==> src/rtl/core/gpu_command_port_vram_loader_top_macros.svh <==
// ----------------------------------------------------------------------------
// gpu command port vram loader - assertion macros
// concurrent check wrappers, empty when synthesizing
// ----------------------------------------------------------------------------
`ifndef GPU_COMMAND_PORT_VRAM_LOADER_TOP_MACROS_SVH
`define GPU_COMMAND_PORT_VRAM_LOADER_TOP_MACROS_SVH

`ifndef SYNTHESIS
// same-cycle implication
`define GCPVL_ASSERT_NOW(label, ante, cons) \
    label: assert property (@(posedge clk) disable iff (!rst_n) (ante) |-> (cons)) \
        else $error("gcpvl check failed");
// next-cycle implication
`define GCPVL_ASSERT_NEXT(label, ante, cons) \
    label: assert property (@(posedge clk) disable iff (!rst_n) (ante) |=> (cons)) \
        else $error("gcpvl check failed");
`else
`define GCPVL_ASSERT_NOW(label, ante, cons)
`define GCPVL_ASSERT_NEXT(label, ante, cons)
`endif

`endif

==> src/rtl/core/gcpvl_pkg.sv <==
// ----------------------------------------------------------------------------
// gcpvl_pkg
// shared constants and result type of the gpu command port vram loader
// ----------------------------------------------------------------------------
package gcpvl_pkg;

    localparam int VRAM_COLUMNS = 1024;
    localparam int VRAM_ROWS    = 512;
    localparam int X_W          = $clog2(VRAM_COLUMNS);
    localparam int Y_W          = $clog2(VRAM_ROWS);
    localparam int WORD_W       = 32;
    localparam int PIX_W        = 16;
    localparam int COUNT_W      = 20;
    localparam int RECT_W_W     = X_W + 1;
    localparam int RECT_H_W     = Y_W + 1;
    localparam int OUT_DATA_W   = 40;

    localparam logic [7:0] OP_LOAD      = 8'hA0;
    localparam logic [7:0] OP_STORE     = 8'hC0;
    localparam logic [7:0] OP_NOP_LAST  = 8'h02;
    localparam logic [7:0] OP_ENV_FIRST = 8'hE1;
    localparam logic [7:0] OP_ENV_LAST  = 8'hE6;
    localparam logic [7:0] OP_CTRL_LAST = 8'h08;

    localparam logic PORT_GP0 = 1'b0;
    localparam logic PORT_GP1 = 1'b1;

    typedef struct packed {
        logic             bad_opcode;
        logic             transfer_done;
        logic             last;
        logic [PIX_W-1:0] pixel_value;
        logic [Y_W-1:0]   pixel_y;
        logic [X_W-1:0]   pixel_x;
        logic             vram_write;
    } result_t;

endpackage

==> src/rtl/core/gcpvl_engine.sv <==
// ----------------------------------------------------------------------------
// gcpvl_engine
// command decode, parameter capture and load cursor; one result beat per step
// ----------------------------------------------------------------------------
module gcpvl_engine (
    input  logic                       clk,
    input  logic                       rst_n,
    input  logic                       step,
    input  logic                       item_cmd,
    input  logic [gcpvl_pkg::WORD_W-1:0] item_word,
    output gcpvl_pkg::result_t         result,
    output logic                       item_done
);
    import gcpvl_pkg::*;

    typedef enum logic [1:0] {
        MODE_IDLE,
        MODE_PARAMS,
        MODE_LOAD
    } mode_t;

    mode_t                mode_reg, mode_next;
    logic                 params_seen_reg, params_seen_next;
    logic                 pending_load_reg, pending_load_next;
    logic                 phase_reg, phase_next;
    logic [X_W-1:0]       cursor_x_reg, cursor_x_next;
    logic [Y_W-1:0]       cursor_y_reg, cursor_y_next;
    logic [X_W-1:0]       row_start_reg, row_start_next;
    logic [RECT_W_W-1:0]  rect_width_reg, rect_width_next;
    logic [COUNT_W-1:0]   pixels_left_reg, pixels_left_next;

    logic [7:0]                   op;
    logic [X_W-1:0]               col_off;
    logic [X_W-1:0]               col_end;
    logic [COUNT_W-1:0]           left_dec;
    logic [RECT_W_W-1:0]          rect_w;
    logic [RECT_H_W-1:0]          rect_h;
    logic [RECT_W_W+RECT_H_W-1:0] area;
    logic [RECT_W_W+RECT_H_W-1:0] area_up;

    assign op       = item_word[WORD_W-1 -: 8];
    assign col_off  = cursor_x_reg - row_start_reg;
    assign col_end  = rect_width_reg[X_W-1:0] - 1'b1;
    assign left_dec = pixels_left_reg - 1'b1;
    // size decode: zero means the full extent
    assign rect_w   = {1'b0, item_word[X_W-1:0] - 1'b1} + 1'b1;
    assign rect_h   = {1'b0, item_word[16 +: Y_W] - 1'b1} + 1'b1;
    assign area     = rect_w * rect_h;
    assign area_up  = area + 1'b1;

    always_comb
    begin
        mode_next         = mode_reg;
        params_seen_next  = params_seen_reg;
        pending_load_next = pending_load_reg;
        phase_next        = phase_reg;
        cursor_x_next     = cursor_x_reg;
        cursor_y_next     = cursor_y_reg;
        row_start_next    = row_start_reg;
        rect_width_next   = rect_width_reg;
        pixels_left_next  = pixels_left_reg;

        result            = '0;
        result.last       = 1'b1;
        item_done         = 1'b1;

        if (item_cmd == PORT_GP1)
        begin
            result.bad_opcode = (op > OP_CTRL_LAST);
        end
        else
        begin
            case (mode_reg)
                MODE_LOAD:
                begin
                    result.vram_write  = 1'b1;
                    result.pixel_x     = cursor_x_reg;
                    result.pixel_y     = cursor_y_reg;
                    result.pixel_value = phase_reg ? item_word[31:16] : item_word[15:0];
                    result.last        = phase_reg;
                    result.transfer_done = phase_reg && (left_dec == '0);
                    item_done          = phase_reg;
                    phase_next         = !phase_reg;
                    pixels_left_next   = left_dec;
                    // raster walk, wrapping at the vram edges
                    if (col_off == col_end)
                    begin
                        cursor_x_next = row_start_reg;
                        cursor_y_next = cursor_y_reg + 1'b1;
                    end
                    else
                    begin
                        cursor_x_next = cursor_x_reg + 1'b1;
                    end
                    if (result.transfer_done)
                    begin
                        mode_next = MODE_IDLE;
                    end
                end
                MODE_PARAMS:
                begin
                    if (!params_seen_reg)
                    begin
                        cursor_x_next    = item_word[X_W-1:0];
                        cursor_y_next    = item_word[16 +: Y_W];
                        row_start_next   = item_word[X_W-1:0];
                        params_seen_next = 1'b1;
                    end
                    else
                    begin
                        rect_width_next   = rect_w;
                        // round the pixel count up to even
                        pixels_left_next  = {area_up[COUNT_W-1:1], 1'b0};
                        params_seen_next  = 1'b0;
                        mode_next         = pending_load_reg ? MODE_LOAD : MODE_IDLE;
                        pending_load_next = 1'b0;
                    end
                end
                default:
                begin
                    if (op == OP_LOAD || op == OP_STORE)
                    begin
                        mode_next         = MODE_PARAMS;
                        params_seen_next  = 1'b0;
                        pending_load_next = (op == OP_LOAD);
                    end
                    else if (op inside {[8'h00:OP_NOP_LAST], [OP_ENV_FIRST:OP_ENV_LAST]})
                    begin
                        mode_next = MODE_IDLE;
                    end
                    else
                    begin
                        result.bad_opcode = 1'b1;
                    end
                end
            endcase
        end
    end

    always_ff @(posedge clk or negedge rst_n)
    begin
        if (!rst_n)
        begin
            mode_reg         <= MODE_IDLE;
            params_seen_reg  <= 1'b0;
            pending_load_reg <= 1'b0;
            phase_reg        <= 1'b0;
            cursor_x_reg     <= '0;
            cursor_y_reg     <= '0;
            row_start_reg    <= '0;
            rect_width_reg   <= '0;
            pixels_left_reg  <= '0;
        end
        else if (step)
        begin
            mode_reg         <= mode_next;
            params_seen_reg  <= params_seen_next;
            pending_load_reg <= pending_load_next;
            phase_reg        <= phase_next;
            cursor_x_reg     <= cursor_x_next;
            cursor_y_reg     <= cursor_y_next;
            row_start_reg    <= row_start_next;
            rect_width_reg   <= rect_width_next;
            pixels_left_reg  <= pixels_left_next;
        end
    end

endmodule

==> src/rtl/core/gpu_command_port_vram_loader_top.sv <==
// ----------------------------------------------------------------------------
// gpu command port vram loader
// gp0/gp1 word port with cpu-to-vram rectangle load, one pixel write per beat
// ----------------------------------------------------------------------------
//  port group  dir  carries
//  s_*         in   tuser = cmd, tdata = data_word
//  m_*         out  tuser = vram_write, tlast = last, tdata = pixel result
//
//  a gp0 data word during a load gives two pixel beats, one after the other
//  through the single result register; every other word gives one beat.
//  the input register takes a new word in the cycle its current word retires.
//  rst_n clears all control state at once; no startup sweep.
//  a stall on m_tready holds the result register and backs up to s_tready.
// ----------------------------------------------------------------------------
`include "gpu_command_port_vram_loader_top_macros.svh"

module gpu_command_port_vram_loader_top (
    input  logic                               clk,
    input  logic                               rst_n,
    input  logic                               s_tvalid,
    output logic                               s_tready,
    input  logic                               s_tuser,   // cmd
    input  logic [gcpvl_pkg::WORD_W-1:0]       s_tdata,   // data_word
    output logic                               m_tvalid,
    input  logic                               m_tready,
    output logic                               m_tuser,   // vram_write
    output logic                               m_tlast,   // last
    // pixel_x, pixel_y, pixel_value, transfer_done, bad_opcode, zero pad
    output logic [gcpvl_pkg::OUT_DATA_W-1:0]   m_tdata
);
    import gcpvl_pkg::*;

    localparam int PAY_W = X_W + Y_W + PIX_W + 2;

    logic                in_valid_reg;
    logic                in_cmd_reg;
    logic [WORD_W-1:0]   in_word_reg;
    logic                out_valid_reg;
    result_t             out_reg;

    result_t             result;
    logic                item_done;
    logic                step;
    logic                retire;

    assign step     = in_valid_reg && (!out_valid_reg || m_tready);
    assign retire   = step && item_done;
    assign s_tready = !in_valid_reg || retire;

    gcpvl_engine u_engine (
        .clk       (clk),
        .rst_n     (rst_n),
        .step      (step),
        .item_cmd  (in_cmd_reg),
        .item_word (in_word_reg),
        .result    (result),
        .item_done (item_done)
    );

    always_ff @(posedge clk or negedge rst_n)
    begin
        if (!rst_n)
        begin
            in_valid_reg  <= 1'b0;
            out_valid_reg <= 1'b0;
        end
        else
        begin
            if (s_tready)
            begin
                in_valid_reg <= s_tvalid;
            end
            if (step)
            begin
                out_valid_reg <= 1'b1;
            end
            else if (m_tready)
            begin
                out_valid_reg <= 1'b0;
            end
        end
    end

    always_ff @(posedge clk)
    begin
        if (s_tready && s_tvalid)
        begin
            in_cmd_reg  <= s_tuser;
            in_word_reg <= s_tdata;
        end
        if (step)
        begin
            out_reg <= result;
        end
    end

    assign m_tvalid = out_valid_reg;
    assign m_tuser  = out_reg.vram_write;
    assign m_tlast  = out_reg.last;
    assign m_tdata  = {{(OUT_DATA_W - PAY_W){1'b0}}, out_reg.bad_opcode,
                       out_reg.transfer_done, out_reg.pixel_value,
                       out_reg.pixel_y, out_reg.pixel_x};

    // a non-pixel beat is always the only beat of its word
    `GCPVL_ASSERT_NOW(a_nonpixel_last, m_tvalid && !m_tuser, m_tlast)
    // a finished load is reported on the second pixel beat only
    `GCPVL_ASSERT_NOW(a_done_on_pixel, m_tvalid && out_reg.transfer_done,
                      m_tuser && m_tlast && !out_reg.bad_opcode)
    // first pixel beat of a word keeps the word held for its second beat
    `GCPVL_ASSERT_NEXT(a_word_held, step && !item_done, in_valid_reg && item_done)

endmodule

==> config.mk <==
export PLATFORM = sky130hd
export DESIGN_NAME = gpu_command_port_vram_loader_top
export DESIGN_NICKNAME = d
export VERILOG_FILES = /design/src/rtl/core/gcpvl_pkg.sv /design/src/rtl/core/gcpvl_engine.sv /design/src/rtl/core/gpu_command_port_vram_loader_top.sv
export VERILOG_INCLUDE_DIRS = /design/src /design/src/rtl/core
export SDC_FILE = /design/constraint.sdc
export NUM_CORES = 1
export LEC_CHECK = 0
export BUFFER_PORTS_ARGS = -buffer_cell sky130_fd_sc_hd__buf_2
export CAP_MARGIN = 15
export CORE_MARGIN = 5
export CORE_UTILIZATION = 35
export DETAILED_ROUTE_END_ITERATION = 6
export GPL_ROUTABILITY_DRIVEN = 0
export PLACE_DENSITY = 0.57
export SLEW_MARGIN = 40
export SYNTH_ARGS = -nofsm -noshare
export SYNTH_HDL_FRONTEND = slang
export SYNTH_SLANG_ARGS = --single-unit
==> constraint.sdc <==
create_clock -name clk -period 20.2 [get_ports clk]
set_input_delay 4.04 -clock clk [delete_from_list [all_inputs] [get_ports clk]]
set_output_delay 4.04 -clock clk [all_outputs]
set_load 0.03 [all_outputs]
==> run_results.csv <==
group,metric,value,unit
sta,rsz0062_at_grt,"no",
route,highest_layer,"met4",
route,vias_per_cell,5.11,
sta,timing_max_transition_violations_final,0,
worst_setup_path,cp-start-kind,"primary input",
power,p_leak,5.74,nW
clocking,clkSlewWorstSetupHoldPaths,0.07,ns
route,initialDrtViolationCount,369,
cells_and_area,multi_input_area,7000,um^2
sta,finalSetupTns,0,ns
synth,synthDominantCellAreaShare,18.9,%
hold_path,worst_hold_class,"reg2reg",
route,met3_length,1.46,mm
synth,synth-edff-count,72,
floorplanning,die_h,191,um
route,post-route-drc-count,0,
floorplanning,dieWidth,191,um
global_routing,grt_remaining_overflow,0,
sta,clock_skew,0.0171,ns
hold_path,start_point_of_the_worst_hold_path,"in_valid_reg",
power,irDropWorstVdd,0.000131,V
synth,synthTopCellsByArea,"sky130_fd_sc_hd__edfxtp_1 19%, sky130_fd_sc_hd__dfrtp_1 14%, sky130_fd_sc_hd__fa_1 12%, sky130_fd_sc_hd__ha_1 8.1%, sky130_fd_sc_hd__nor2_1 4.3%",
worst_setup_path,crit_path_cell_trace,"buf_2 -> nand2b_1 -> nand2_1 -> nand2_1 -> buf_2",
power,power-per-cell-area,168,nW/um^2
worst_setup_path,criticalPathCategory,"in2out",
cells_and_area,layout_commonest_cell,"sky130_fd_sc_hd__nor2_1",
worst_setup_path,ff2ff_path_depth,24,
sta,slew_headroom,46.0,%
sta,whs,0.487,ns
clocking,total_of_cells_resized_after_clock_tree_synthesis,0,
worst_setup_path,timing.critical_path.slowest_stage_cell,"sky130_fd_sc_hd__buf_2",
sta,setup_violations,0,
worst_setup_path,r2r_end,"u_engine.pixels_left_reg[18]",
global_routing,gr-usage-all-layers,16.2,%
hold_path,worst_min_delay_path_endpoint,"m_tvalid",
route,detail_route.wirelength,28.5,mm
floorplanning,design.portCount,81,
cells_and_area,seq_area,3810,um^2
synth,syn-mean-instance-area,9.41,um^2
clocking,cts_htree_levels,4,
sta,fin_crit,8.66,ns
worst_setup_path,critical_path.endpoint_type,"output pin",
sta,timing.final.crit_share,42.9,%
clocking,ctsRootBufferMaster,"sky130_fd_sc_hd__clkbuf_16",
cells_and_area,fillers,3291,
sta,hold_viol_final,0,
route,drt.antenna.violating_nets,0,
synth,synth.ff_latch_count,138,
clocking,cts_inserted_buffers,17,
synth,syn_inst,1214,
placed_design,port-buffer-count,77,
route,wire_per_inst,16.6,um
synth,netlist-cell-type-count,67,
sta,maxClockFrequency,115,MHz
floorplanning,fp-row-count,66,
worst_setup_path,worstPathArrival,4.62,ns
clocking,post-cts-setup-buffer-count,0,
route,dr.pass1.iters,5,
hold_path,worstHoldPathCells,1,
clocking,insertion_delay,0.44,ns
clocking,cts_tree,"yes",
floorplanning,core_area,32400,um^2
worst_setup_path,crit_start,"m_tready",
cells_and_area,diodes,0,
cells_and_area,layout_cells_sized_above_1,13.3,%
outcome,run_status,"finished, final reports clean",
floorplanning,floorplan.die_area,36400,um^2
worst_setup_path,timing.critical_path.fanout_max,3,
worst_setup_path,worst_path_required,16.16,ns
synth,total_standard_cell_area_after_synthesis,11400,um^2
sta,transition_time_at_the_pin_with_the_least_slew_margin,0.804,ns
job,max-cap-violations,0,
placed_design,post-dp-hpwl,21.4,mm
synth,synth_seq_area_share,33.4,%
cells_and_area,finish.net_count,1445,
synth,synthArstFlopShare,47.8,%
cells_and_area,syn_to_final_growth,13.0,%
worst_setup_path,reg_to_reg_setup_timing_slack,11.97,ns
synth,synthDominantAreaCellType,"sky130_fd_sc_hd__edfxtp_1",
synth,dominantRegCellSynth,"sky130_fd_sc_hd__edfxtp_1",
route,met1Wirelength,12.8,mm
worst_setup_path,crit-reg2reg-launch,"in_word_reg[16]",
clocking,clock_sink_count,138,
global_routing,antenna_found_initial,1,
clocking,cts_buffer_depth,2,
floorplanning,start_util,35.3,%
route,met2_length,13.8,mm
global_routing,grt_start_max_net_pins,67,
global_routing,first_global_vias,9020,
cells_and_area,layout_common_cells,"130 x sky130_fd_sc_hd__nor2_1, 124 x sky130_fd_sc_hd__inv_1, 77 x sky130_fd_sc_hd__buf_2, 74 x sky130_fd_sc_hd__nand2_1, 74 x sky130_fd_sc_hd__ha_1",
worst_setup_path,worst_path_largest_cell_delay,0.18,ns
route,num_vias,8785,
global_routing,global_route_wire_length_before_repair,47.0,mm
clocking,cts-hold-fix-buffers,0,
cells_and_area,largest_register_ff_count,37,
synth,yosysWarningCount,0,
## critical path, delay by kind of cell
kind | cells | cell delay, ns
simple gates | 3 | 0.30
buf+inv | 2 | 0.27
## report_power, final
group,total (mW),switching (mW),internal (mW)
Sequential,0.421,0.0624,0.359
Clock,0.326,0.139,0.187
Combinational,1.43,0.834,0.593
## worst max-delay path by stage
stage | to | depth (start not counted) | slack, ns
after floorplan | s_tready | 3 | 11.70
after global placement | s_tready | 5 | 11.54
after detailed placement | s_tready | 5 | 11.54
after CTS | s_tready | 5 | 11.54
after global routing | s_tready | 5 | 11.48
final | s_tready | 5 | 11.54
## metal layers
layer	vias up	GRT usage, %
li1	4263	-
met1	4269	21.6
met2	219	27.4
met3	34	2.71
met4	0	4.72
met5	-	0
## cells in the mapped netlist, types with 5 or more instances
| library cell | instances |
|---|---|
| sky130_fd_sc_hd__and3_1 | 13 |
| sky130_fd_sc_hd__nor2_1 | 131 |
| sky130_fd_sc_hd__mux2i_1 | 31 |
| sky130_fd_sc_hd__o21ai_0 | 48 |
| sky130_fd_sc_hd__inv_1 | 124 |
| sky130_fd_sc_hd__mux2_2 | 15 |
| sky130_fd_sc_hd__nor2b_1 | 10 |
| sky130_fd_sc_hd__nor4_1 | 6 |
| sky130_fd_sc_hd__a21oi_1 | 62 |
| sky130_fd_sc_hd__nand2b_1 | 24 |
| sky130_fd_sc_hd__nor3b_1 | 5 |
| sky130_fd_sc_hd__a21o_1 | 9 |
| sky130_fd_sc_hd__nand2_1 | 74 |
| sky130_fd_sc_hd__dfrtp_1 | 66 |
| sky130_fd_sc_hd__or3_1 | 11 |
| sky130_fd_sc_hd__fa_1 | 70 |
| sky130_fd_sc_hd__ha_1 | 74 |
| sky130_fd_sc_hd__o22ai_1 | 16 |
| sky130_fd_sc_hd__and2_1 | 26 |
| sky130_fd_sc_hd__nand3_1 | 36 |
| sky130_fd_sc_hd__nand4_1 | 11 |
| sky130_fd_sc_hd__o221ai_1 | 10 |
| sky130_fd_sc_hd__o21a_1 | 6 |
| sky130_fd_sc_hd__or2_2 | 8 |
| sky130_fd_sc_hd__clkbuf_1 | 49 |
| sky130_fd_sc_hd__edfxtp_1 | 72 |
| sky130_fd_sc_hd__a211o_1 | 5 |
| sky130_fd_sc_hd__buf_1 | 5 |
| sky130_fd_sc_hd__xnor2_1 | 56 |
| sky130_fd_sc_hd__a211oi_1 | 5 |
| sky130_fd_sc_hd__nor3_1 | 31 |
| sky130_fd_sc_hd__xor2_1 | 33 |
| sky130_fd_sc_hd__a31oi_1 | 12 |
## metrics by stage
stage               power [mW]  std cells  util (%)  instance area [um^2]  worst slack [ns]
floorplan                 1.52       1216         -                 11400             11.70
global placement          1.83       1687      37.8                 12200             11.54
detailed placement        1.84       1687      38.0                 12300             11.54
CTS                       2.19       1719      39.9                 12900             11.54
global route              2.40       1719      39.9                 12900             11.48
finish                    2.17       1719      39.9                 12900             11.54
## kinds of logic after synthesis
kind of cell               after synthesis  share of synthesized area (%)
other                                    1                         0.0328
buffers and inverters                  184                           6.15
xor gates and xnor gates                89                           6.82
DFF                                    138                           33.4
adders and majority gates              144                           20.4
muxes                                   46                           4.19
AOI/OAI and AO/OA                      209                           11.8
and+or+nand+nor                        403                           17.3
## layout make-up
class / instances / share of cell area (%)
clock inverters: 15 / 1.41
flip-flops and latches: 138 / 29.5
well taps: 442 / 4.28
repair buffers: 87 / 3.59
multi-input cells: 894 / 54.2
clock buffers: 17 / 3.29
inverters: 126 / 3.66
Power figures use the tool's default switching activity.
